[src/rtl/hupd_pkg.sv]
// Shared types and constants for the UART packet deframer.
// No dependencies; every other file refers to this package by scoped names.
package hupd_pkg;

    // Byte and field widths
    localparam int BYTE_W  = 8;
    localparam int KIND_W  = 2;
    localparam int HCNT_W  = 3;
    localparam int LEN_W   = 16;
    localparam int PHASE_W = 2;
    localparam int CFG_IDX_W = 2;

    // Deframer phases
    localparam logic [PHASE_W-1:0] PH_TYPE    = 2'd0;
    localparam logic [PHASE_W-1:0] PH_HEADER  = 2'd1;
    localparam logic [PHASE_W-1:0] PH_PAYLOAD = 2'd2;

    // Packet kinds as reported on the output
    localparam logic [KIND_W-1:0] KIND_COMMAND = 2'd0;
    localparam logic [KIND_W-1:0] KIND_ACL     = 2'd1;
    localparam logic [KIND_W-1:0] KIND_EVENT   = 2'd2;

    // Header lengths after the type byte, and where the length sits in them
    localparam logic [HCNT_W-1:0] CMD_HDR_BYTES   = 3'd3;
    localparam logic [HCNT_W-1:0] ACL_HDR_BYTES   = 3'd4;
    localparam logic [HCNT_W-1:0] EVT_HDR_BYTES   = 3'd2;
    localparam logic [HCNT_W-1:0] CMD_LEN_POS     = 3'd3;
    localparam logic [HCNT_W-1:0] ACL_LEN_LO_POS  = 3'd3;
    localparam logic [HCNT_W-1:0] ACL_LEN_HI_POS  = 3'd4;
    localparam logic [HCNT_W-1:0] EVT_LEN_POS     = 3'd2;

    // Configuration register indexes
    localparam logic [CFG_IDX_W-1:0] CFG_CMD_CODE = 2'd0;
    localparam logic [CFG_IDX_W-1:0] CFG_ACL_CODE = 2'd1;
    localparam logic [CFG_IDX_W-1:0] CFG_EVT_CODE = 2'd2;

    // Reset values of the type codes
    localparam logic [BYTE_W-1:0] CMD_CODE_RST = 8'd1;
    localparam logic [BYTE_W-1:0] ACL_CODE_RST = 8'd2;
    localparam logic [BYTE_W-1:0] EVT_CODE_RST = 8'd4;

    // One tagged beat as it travels from the front to the output
    typedef struct packed {
        logic [BYTE_W-1:0] data;
        logic [KIND_W-1:0] kind;
        logic              first;
        logic              last;
        logic              bad;
    } t_beat;

    // Header length for a packet kind; the unused code counts as an event
    function automatic logic [HCNT_W-1:0] hdr_bytes(input logic [KIND_W-1:0] kind);
        logic [HCNT_W-1:0] n;
        unique case (kind)
            KIND_COMMAND: n = CMD_HDR_BYTES;
            KIND_ACL:     n = ACL_HDR_BYTES;
            default:      n = EVT_HDR_BYTES;
        endcase
        return n;
    endfunction

endpackage

[src/rtl/hci_uart_packet_deframer.sv]
// UART host-controller packet deframer. Takes one received byte per beat and hands
// each byte on, tagged with packet kind, first/last marks and a bad-type flag. One
// byte is accepted every clock cycle when downstream keeps up. A byte is written into
// the queue at the edge that accepts it and then loaded into the output register once
// that register is free or being drained, and downstream takes it from there. o_rx_stall
// rises when the QUEUE_DEPTH-entry queue is full, which at the default depth happens only
// because downstream has stalled. Unknown type bytes are still passed out, flagged bad.
module hci_uart_packet_deframer #(
    parameter int QUEUE_DEPTH = 2
) (
    input  logic                            i_clk,
    input  logic                            i_rst_n,
    input  logic                            i_cfg_we,
    input  logic [hupd_pkg::CFG_IDX_W-1:0]  i_cfg_idx,
    input  logic [hupd_pkg::BYTE_W-1:0]     i_cfg_data,
    input  logic                            i_rx_valid,
    input  logic [hupd_pkg::BYTE_W-1:0]     i_rx_byte,
    output logic                            o_rx_stall,
    output logic                            o_out_valid,
    input  logic                            i_out_stall,
    output logic [hupd_pkg::BYTE_W-1:0]     o_out_byte,
    output logic [hupd_pkg::KIND_W-1:0]     o_packet_kind,
    output logic                            o_first_of_packet,
    output logic                            o_last_of_packet,
    output logic                            o_bad_type
);

    logic            rx_accept;
    logic            q_full, q_empty, q_pop;
    hupd_pkg::t_beat front_beat, q_beat, out_beat;

    assign o_rx_stall = q_full;
    assign rx_accept  = i_rx_valid && !q_full;

    hupd_front u_front (
        .i_clk      (i_clk),
        .i_rst_n    (i_rst_n),
        .i_cfg_we   (i_cfg_we),
        .i_cfg_idx  (i_cfg_idx),
        .i_cfg_data (i_cfg_data),
        .i_accept   (rx_accept),
        .i_rx_byte  (i_rx_byte),
        .o_beat     (front_beat)
    );

    hupd_queue #(
        .DEPTH (QUEUE_DEPTH)
    ) u_queue (
        .i_clk       (i_clk),
        .i_rst_n     (i_rst_n),
        .i_push      (rx_accept),
        .i_push_beat (front_beat),
        .i_pop       (q_pop),
        .o_pop_beat  (q_beat),
        .o_full      (q_full),
        .o_empty     (q_empty)
    );

    hupd_back u_back (
        .i_clk         (i_clk),
        .i_rst_n       (i_rst_n),
        .i_queue_empty (q_empty),
        .i_queue_beat  (q_beat),
        .o_pop         (q_pop),
        .i_stall       (i_out_stall),
        .o_valid       (o_out_valid),
        .o_beat        (out_beat)
    );

    // Split the output beat onto its field ports
    assign o_out_byte        = out_beat.data;
    assign o_packet_kind     = out_beat.kind;
    assign o_first_of_packet = out_beat.first;
    assign o_last_of_packet  = out_beat.last;
    assign o_bad_type        = out_beat.bad;

endmodule

[src/rtl/hupd_front.sv]
// Front end: type-code registers, packet phase tracking and beat tagging.
// Uses hupd_pkg for the beat type, phase codes and header layout.
module hupd_front (
    input  logic                            i_clk,
    input  logic                            i_rst_n,
    input  logic                            i_cfg_we,
    input  logic [hupd_pkg::CFG_IDX_W-1:0]  i_cfg_idx,
    input  logic [hupd_pkg::BYTE_W-1:0]     i_cfg_data,
    input  logic                            i_accept,
    input  logic [hupd_pkg::BYTE_W-1:0]     i_rx_byte,
    output hupd_pkg::t_beat                 o_beat
);

    logic [hupd_pkg::BYTE_W-1:0]  r_cmd_code, r_acl_code, r_evt_code;
    logic [hupd_pkg::PHASE_W-1:0] r_phase, n_phase;
    logic [hupd_pkg::KIND_W-1:0]  r_kind, n_kind;
    logic [hupd_pkg::HCNT_W-1:0]  r_hdr_cnt, n_hdr_cnt;
    logic [hupd_pkg::BYTE_W-1:0]  r_len_low, n_len_low;
    logic [hupd_pkg::LEN_W-1:0]   r_payload_left, n_payload_left;

    logic [hupd_pkg::HCNT_W-1:0]  hdr_pos;
    logic [hupd_pkg::LEN_W-1:0]   len_new;
    logic [hupd_pkg::KIND_W-1:0]  cur_kind;

    // Hold the type codes; writes to an unused index are ignored
    always_ff @(posedge i_clk) begin
        if (!i_rst_n) begin
            r_cmd_code <= hupd_pkg::CMD_CODE_RST;
            r_acl_code <= hupd_pkg::ACL_CODE_RST;
            r_evt_code <= hupd_pkg::EVT_CODE_RST;
        end else if (i_cfg_we) begin
            unique case (i_cfg_idx)
                hupd_pkg::CFG_CMD_CODE: r_cmd_code <= i_cfg_data;
                hupd_pkg::CFG_ACL_CODE: r_acl_code <= i_cfg_data;
                hupd_pkg::CFG_EVT_CODE: r_evt_code <= i_cfg_data;
                default: ;
            endcase
        end
    end

    // Report the unused kind code as an event
    assign cur_kind = (r_kind == hupd_pkg::KIND_COMMAND || r_kind == hupd_pkg::KIND_ACL)
                      ? r_kind : hupd_pkg::KIND_EVENT;
    assign hdr_pos  = r_hdr_cnt + 3'd1;

    // Classify the incoming byte and work out the next packet state
    always_comb begin
        n_phase        = r_phase;
        n_kind         = r_kind;
        n_hdr_cnt      = r_hdr_cnt;
        n_len_low      = r_len_low;
        n_payload_left = r_payload_left;
        len_new        = r_payload_left;
        o_beat.data    = i_rx_byte;
        o_beat.kind    = hupd_pkg::KIND_COMMAND;
        o_beat.first   = 1'b0;
        o_beat.last    = 1'b0;
        o_beat.bad     = 1'b0;
        unique case (r_phase)
            hupd_pkg::PH_HEADER: begin
                o_beat.kind = cur_kind;
                n_hdr_cnt   = hdr_pos;
                unique case (cur_kind)
                    hupd_pkg::KIND_COMMAND: begin
                        if (hdr_pos == hupd_pkg::CMD_LEN_POS) begin
                            len_new = {8'd0, i_rx_byte};
                        end
                    end
                    hupd_pkg::KIND_ACL: begin
                        if (hdr_pos == hupd_pkg::ACL_LEN_LO_POS) begin
                            n_len_low = i_rx_byte;
                        end else if (hdr_pos == hupd_pkg::ACL_LEN_HI_POS) begin
                            len_new = {i_rx_byte, r_len_low};
                        end
                    end
                    default: begin
                        if (hdr_pos == hupd_pkg::EVT_LEN_POS) begin
                            len_new = {8'd0, i_rx_byte};
                        end
                    end
                endcase
                n_payload_left = len_new;
                // Header complete: an empty payload ends the packet here
                if (hdr_pos >= hupd_pkg::hdr_bytes(cur_kind)) begin
                    if (len_new == '0) begin
                        o_beat.last = 1'b1;
                        n_phase     = hupd_pkg::PH_TYPE;
                    end else begin
                        n_phase     = hupd_pkg::PH_PAYLOAD;
                    end
                end
            end
            hupd_pkg::PH_PAYLOAD: begin
                o_beat.kind    = cur_kind;
                n_payload_left = r_payload_left - 16'd1;
                if (n_payload_left == '0) begin
                    o_beat.last = 1'b1;
                    n_phase     = hupd_pkg::PH_TYPE;
                end
            end
            default: begin
                // Type byte: the command code wins, then ACL, then event
                priority if (i_rx_byte == r_cmd_code) begin
                    o_beat.kind = hupd_pkg::KIND_COMMAND;
                end else if (i_rx_byte == r_acl_code) begin
                    o_beat.kind = hupd_pkg::KIND_ACL;
                end else if (i_rx_byte == r_evt_code) begin
                    o_beat.kind = hupd_pkg::KIND_EVENT;
                end else begin
                    o_beat.bad  = 1'b1;
                end
                if (!o_beat.bad) begin
                    o_beat.first   = 1'b1;
                    n_kind         = o_beat.kind;
                    n_hdr_cnt      = '0;
                    n_len_low      = '0;
                    n_payload_left = '0;
                    n_phase        = hupd_pkg::PH_HEADER;
                end else begin
                    n_phase        = hupd_pkg::PH_TYPE;
                end
            end
        endcase
    end

    // Advance the packet state on each accepted beat
    always_ff @(posedge i_clk) begin
        if (!i_rst_n) begin
            r_phase        <= hupd_pkg::PH_TYPE;
            r_kind         <= hupd_pkg::KIND_COMMAND;
            r_hdr_cnt      <= '0;
            r_len_low      <= '0;
            r_payload_left <= '0;
        end else if (i_accept) begin
            r_phase        <= n_phase;
            r_kind         <= n_kind;
            r_hdr_cnt      <= n_hdr_cnt;
            r_len_low      <= n_len_low;
            r_payload_left <= n_payload_left;
        end
    end

    // A dropped type byte carries no packet marks
    a_bad_unmarked: assert property (@(posedge i_clk) disable iff (!i_rst_n)
        (i_accept && o_beat.bad) |-> (!o_beat.first && !o_beat.last
                                      && o_beat.kind == hupd_pkg::KIND_COMMAND))
        else $error("dropped type byte carries packet marks");

    // A recognised type byte always opens the header
    a_first_to_header: assert property (@(posedge i_clk) disable iff (!i_rst_n)
        (i_accept && o_beat.first) |=> (r_phase == hupd_pkg::PH_HEADER))
        else $error("type byte did not open a header");

    // The payload phase never sits on an exhausted count
    a_payload_nonzero: assert property (@(posedge i_clk) disable iff (!i_rst_n)
        (r_phase == hupd_pkg::PH_PAYLOAD) |-> (r_payload_left != '0))
        else $error("payload phase with no bytes left");

endmodule

[src/rtl/hupd_queue.sv]
// Short beat queue between the deframer front and the output stage.
// Uses hupd_pkg for the beat type; depth comes from the top level.
module hupd_queue #(
    parameter int DEPTH = 2
) (
    input  logic            i_clk,
    input  logic            i_rst_n,
    input  logic            i_push,
    input  hupd_pkg::t_beat i_push_beat,
    input  logic            i_pop,
    output hupd_pkg::t_beat o_pop_beat,
    output logic            o_full,
    output logic            o_empty
);

    localparam int PTR_W = $clog2(DEPTH);
    localparam int CNT_W = $clog2(DEPTH + 1);
    localparam logic [PTR_W-1:0] LAST_PTR = PTR_W'(DEPTH - 1);
    localparam logic [CNT_W-1:0] FULL_CNT = CNT_W'(DEPTH);

    hupd_pkg::t_beat    r_mem [DEPTH];
    logic [PTR_W-1:0]   r_wr_ptr, r_rd_ptr;
    logic [CNT_W-1:0]   r_count;

    assign o_full     = (r_count == FULL_CNT);
    assign o_empty    = (r_count == '0);
    assign o_pop_beat = r_mem[r_rd_ptr];

    // Store the pushed beat
    always_ff @(posedge i_clk) begin
        if (i_push) begin
            r_mem[r_wr_ptr] <= i_push_beat;
        end
    end

    // Advance pointers and occupancy
    always_ff @(posedge i_clk) begin
        if (!i_rst_n) begin
            r_wr_ptr <= '0;
            r_rd_ptr <= '0;
            r_count  <= '0;
        end else begin
            if (i_push) begin
                r_wr_ptr <= (r_wr_ptr == LAST_PTR) ? '0 : r_wr_ptr + 1'b1;
            end
            if (i_pop) begin
                r_rd_ptr <= (r_rd_ptr == LAST_PTR) ? '0 : r_rd_ptr + 1'b1;
            end
            if (i_push && !i_pop) begin
                r_count <= r_count + 1'b1;
            end else if (i_pop && !i_push) begin
                r_count <= r_count - 1'b1;
            end
        end
    end

    a_no_overflow: assert property (@(posedge i_clk) disable iff (!i_rst_n)
        !(i_push && o_full && !i_pop))
        else $error("push into full queue");

    a_no_underflow: assert property (@(posedge i_clk) disable iff (!i_rst_n)
        !(i_pop && o_empty))
        else $error("pop from empty queue");

    a_count_up: assert property (@(posedge i_clk) disable iff (!i_rst_n)
        (i_push && !i_pop) |=> (r_count == $past(r_count) + CNT_W'(1)))
        else $error("occupancy did not follow a push");

endmodule

[src/rtl/hupd_back.sv]
// Output stage: registers one tagged beat and presents it downstream.
// Uses hupd_pkg for the beat type.
module hupd_back (
    input  logic            i_clk,
    input  logic            i_rst_n,
    input  logic            i_queue_empty,
    input  hupd_pkg::t_beat i_queue_beat,
    output logic            o_pop,
    input  logic            i_stall,
    output logic            o_valid,
    output hupd_pkg::t_beat o_beat
);

    logic            r_valid;
    hupd_pkg::t_beat r_beat;

    // Take the next beat when the output register is free or being drained
    assign o_pop   = !i_queue_empty && (!r_valid || !i_stall);
    assign o_valid = r_valid;
    assign o_beat  = r_beat;

    always_ff @(posedge i_clk) begin
        if (!i_rst_n) begin
            r_valid <= 1'b0;
        end else if (o_pop) begin
            r_valid <= 1'b1;
        end else if (!i_stall) begin
            r_valid <= 1'b0;
        end
    end

    // Load payload with the pop
    always_ff @(posedge i_clk) begin
        if (o_pop) begin
            r_beat <= i_queue_beat;
        end
    end

endmodule
[config.mk]
export PLATFORM = sky130hd
export DESIGN_NAME = hci_uart_packet_deframer
export DESIGN_NICKNAME = d
export VERILOG_FILES = /design/src/rtl/hupd_pkg.sv /design/src/rtl/hci_uart_packet_deframer.sv /design/src/rtl/hupd_front.sv /design/src/rtl/hupd_queue.sv /design/src/rtl/hupd_back.sv
export SDC_FILE = /design/constraint.sdc
export NUM_CORES = 1
export LEC_CHECK = 0
export ABC_AREA = 1
export ABC_CLOCK_PERIOD_IN_PS = 2900
export BUFFER_PORTS_ARGS = -buffer_cell sky130_fd_sc_hd__buf_4
export CAP_MARGIN = 20
export CORE_MARGIN = 2
export CORE_UTILIZATION = 25
export DETAILED_ROUTE_END_ITERATION = 6
export PLACE_DENSITY = 0.45
export SLEW_MARGIN = 20
export SYNTH_ARGS = -nofsm -noshare
export SYNTH_HDL_FRONTEND = slang
export SYNTH_SLANG_ARGS = --single-unit
[constraint.sdc]
create_clock -name i_clk -period 2.9 [get_ports i_clk]
set_clock_uncertainty 0.2 [all_clocks]
set_input_delay 0.29 -clock i_clk [delete_from_list [all_inputs] [get_ports i_clk]]
set_output_delay 0.29 -clock i_clk [all_outputs]
set_load 0.01 [all_outputs]
==> results by group <==
Synth
  – Post-synth top cells: nand2_1, nor2_1, nand3_1
  – Synth area leaders: dfxtp_1, edfxtp_1, nand2_1, nor2_1, nand3_1
  – Register bit total from synthesis: 99
  – Yosys top cell by area: dfxtp_1
  – Synthesized instance count: 806
  – Post-synth ARST share: 0%
  – Distinct cells, synth: 36
  – Post-synth top area share: 21.1%
  – Synth Cell Area: 5690 µm²
  – EDFF count, synth: 39
  – Most common cell in the netlist: nand2_1
  – Synth warn: 0
  – Top_reg_cell synth: dfxtp_1
  – Syn avg cell area: 7.06 µm²
  – Post-Syn Nets: 841
  – Post-synthesis sequential area ratio: 41.7%

Placed design
  – Port Buffer Count: 37
  – GPL Wtd Cong: ~0.85
  – DP HPWL: 11.6 mm

Timing
  – Top achievable clock speed: between 300 and 400 MHz
  – RSZ-0062 raised after global routing: no
  – Fin crit share: 87.2%
  – WHS: 22.8 ps
  – Setup TNS: 0 ps
  – Minimum clock period: 2530 ps
  – Max-Slew Margin vs Limit: a little under half
  – Slew @ Worst Pin: 798 ps
  – Final setup fails: 0
  – Final Hold Viols: 0
  – Fin. max-slew vios: 0

Floorplanning
  – Die Area: 24000 µm²
  – Die height: 155 µm
  – Row cnt: 55
  – Die width: 155 µm
  – Number of I/O pins: 38
  – Initial core utilization: 25.3%
  – Core area: 22500 µm²

Power and ir drop
  – Clock share of power: roughly 31%
  – PwrDens: 609 nW/µm²
  – Internal: between 0.002 and 0.003 W
  – Sequential share of power: 43.2%
  – Switching part of the total power: 33.8%
  – Leakage: 3.10 nW
  – Power share of the combinational group: a little over a quarter
  – Switching power: ~0.0014 W
  – Peak supply drop: 0.278 mV

Routing
  – Post-detailed-route wirelength per cell: 13.8 µm
  – Post-route ant nets: 0
  – Drt drc: 0
  – Final wirelength: 15.8 mm
  – Drt pass-1 iters: 5
  – Vias per cell: 4.44
  – Vias post-DR: approximately 5100
  – Iter 0 DRT Violations: 331

Critical path
  – Crit-path cells: ha_1, inv_2, nand2_1, nand2_4, nand2_2, nand2_1, nand3_1, nand3_1, nor2_1, nand2_1, nor2_1, nand3b_1, a21oi_1
  – Critical path's most frequent cell: nand2_1
  – CP Class: flip-flop to flip-flop
  – Worst path required time: 2890 ps
  – Worst R2R Path Depth: 13
  – CP top delay family: simple AND/OR/NAND/NOR gates
  – CP Max Fanout: 12
  – Crit path arrival time: 2520 ps
  – CP startpoint kind: flip-flop
  – CP max stage cell: dfxtp_1
  – Crit-path max cell delay: 430 ps
  – Worst path bufs/invs: 1
  – Endpoint class of the critical path: flip-flop
  – CP Depth: 13

Layout
  – Nets: 892
  – Layout cells sized above 1: 12.1%
  – Syn-to-layout area delta: 18.6%
  – Fill cells: 2442
  – N_diodes: 0

Run
  – Maxcap violations: 0

Global route
  – Grt ovf: 0
  – Tot GR Track Use: 13.6%
  – Initial antenna violation count: 0
  – Number of global-route vias before repair: 4857
  – Pin count of the biggest net entering global routing: 31
  – First-pass GRT wire length: 25.8 mm

Clock network
  – Clock root cell: clkbuf_16
  – Clk slew on worst S/H paths: 90 ps
  – Clk sinks: 99
  – TritonCTS clock tree: yes
  – Total setup buffers inserted after CTS: 0
  – Clk buf depth: 2
  – CTS buffer count: 9
  – Worst skew pair latency: 360 ps
  – # H-tree levels: 3

Hold path
  – Min-Delay Path Class: primary input to flip-flop
  – Worst hold stages: 3

Outcome
  – Status: finished clean
[placed cells by master, fill, tap and decap left out, types with 2 or more instances in the layout]
cell and count:
nand2_1 256, nor2_1 110, nand3_1 72, inv_1 65
dfxtp_1 60, o21ai_0 55, buf_4 50, edfxtp_1 39
a21oi_1 29, xor2_1 16, dlygate4sd3_1 14, ha_1 12
inv_2 11, nand2_2 10, clkbuf_16 9, xnor2_1 8
nand4_1 6, nor3_1 5, nor2_2 5, nor2_4 3
nor2_8 3, nand3_2 2, nand2_4 2, clkinv_1 2
nand3b_1 2, o21ai_1 2, inv_6 2, clkinv_8 2
[metrics by stage]
step | cells | total power, W | area (µm²) | worst slack, ps | utilization (%)
after floorplan | 806 | 0.00248 | 5690 | 734 | -
after global placement | 1117 | 0.00288 | 6290 | 402 | 28.0
after detailed placement | 1117 | 0.00289 | 6290 | 337 | 28.0
after CTS | 1147 | 0.00419 | 6750 | 282 | 30.0
after global routing | 1147 | 0.00438 | 6750 | 23.5 | 30.0
final | 1147 | 0.00411 | 6750 | 370 | 30.0
[worst register-to-register path, stage by stage, from the launching register on]
cell      delay (ps)
dfxtp_1          430
ha_1             240
inv_2             50
nand2_1          100
nand2_4          130
nand2_2          250
nand2_1           90
nand3_1           80
nand3_1          100
nor2_1           120
nand2_1           70
nor2_1           210
nand3b_1         100
a21oi_1          200
[sequential cells by signal, indices dropped and copies added, names as in the netlist]
name                    count
u_back.o_beat              13
u_back.o_valid              1
u_front.r_evt_code          8
u_front.r_acl_code          8
u_front.r_len_low           8
u_queue.r_mem              26
u_queue.r_wr_ptr            1
u_front.r_kind              2
u_queue.r_count             2
u_front.r_hdr_cnt           3
u_queue.r_rd_ptr            1
u_front.r_payload_left     16
u_front.r_phase             2
u_front.r_cmd_code          8
[routing by layer]
layer	GRT usage, %	vias up	part of all wire [%]	wire length (µm)
met4	5.38	0	2.0	312
met5	0	-	0	0
met2	22.2	72	46	7290
met3	1.78	18	2.7	432
li1	-	2674	-	-
met1	18.4	2327	49	7740
[kinds of logic after synthesis]
logic type	Yosys count	synth area share (%)
XOR/XNOR	25	3.98
buffers and inverters	102	7.47
adder cells (fa/ha/maj)	12	2.64
AND/OR/NAND/NOR	479	36.1
flip-flops	99	41.7
AO/OA/AOI/OAI	89	8.13
[area by class of cell]
type | count | area [µm²] | share of cell area (%)
clock inverter | 7 | 86.3 | 1.28
inverter | 78 | 293 | 4.34
timing repair buffer | 64 | 515 | 7.64
clock buffer | 9 | 225 | 3.34
sequential | 99 | 2370 | 35.1
multi-input combinational | 605 | 2900 | 43.0
tap | 285 | 357 | 5.28
[final timing paths]
kind,slack [ps],start,end
hold reg to reg,280,u_front.r_evt_code[2],u_front.r_evt_code[2]
hold / removal,20,i_out_stall,u_back.o_valid
setup / recovery,370,u_front.r_hdr_cnt[0],u_queue.r_mem[0][1]
setup reg to reg,370,u_front.r_hdr_cnt[0],u_queue.r_mem[0][1]
[power by group through the flow]
stage | combinational [W] | clock (W) | sequential (W)
after floorplan | 0.000622 | 0 | 0.00186
after global placement | 0.00108 | 0 | 0.00181
after detailed placement | 0.00108 | 0 | 0.00181
after CTS | 0.00110 | 0.00131 | 0.00178
after global routing | 0.00122 | 0.00135 | 0.00180
final | 0.00107 | 0.00127 | 0.00178
[what timing repair did]
action                     4_1_cts  5_1_grt
gates resized for setup          0        1
hold endpoints to repair        28        0
hold buffers                    14        0
setup endpoints to repair        0        3
Note: power is estimated with default switching activity, not from simulation.
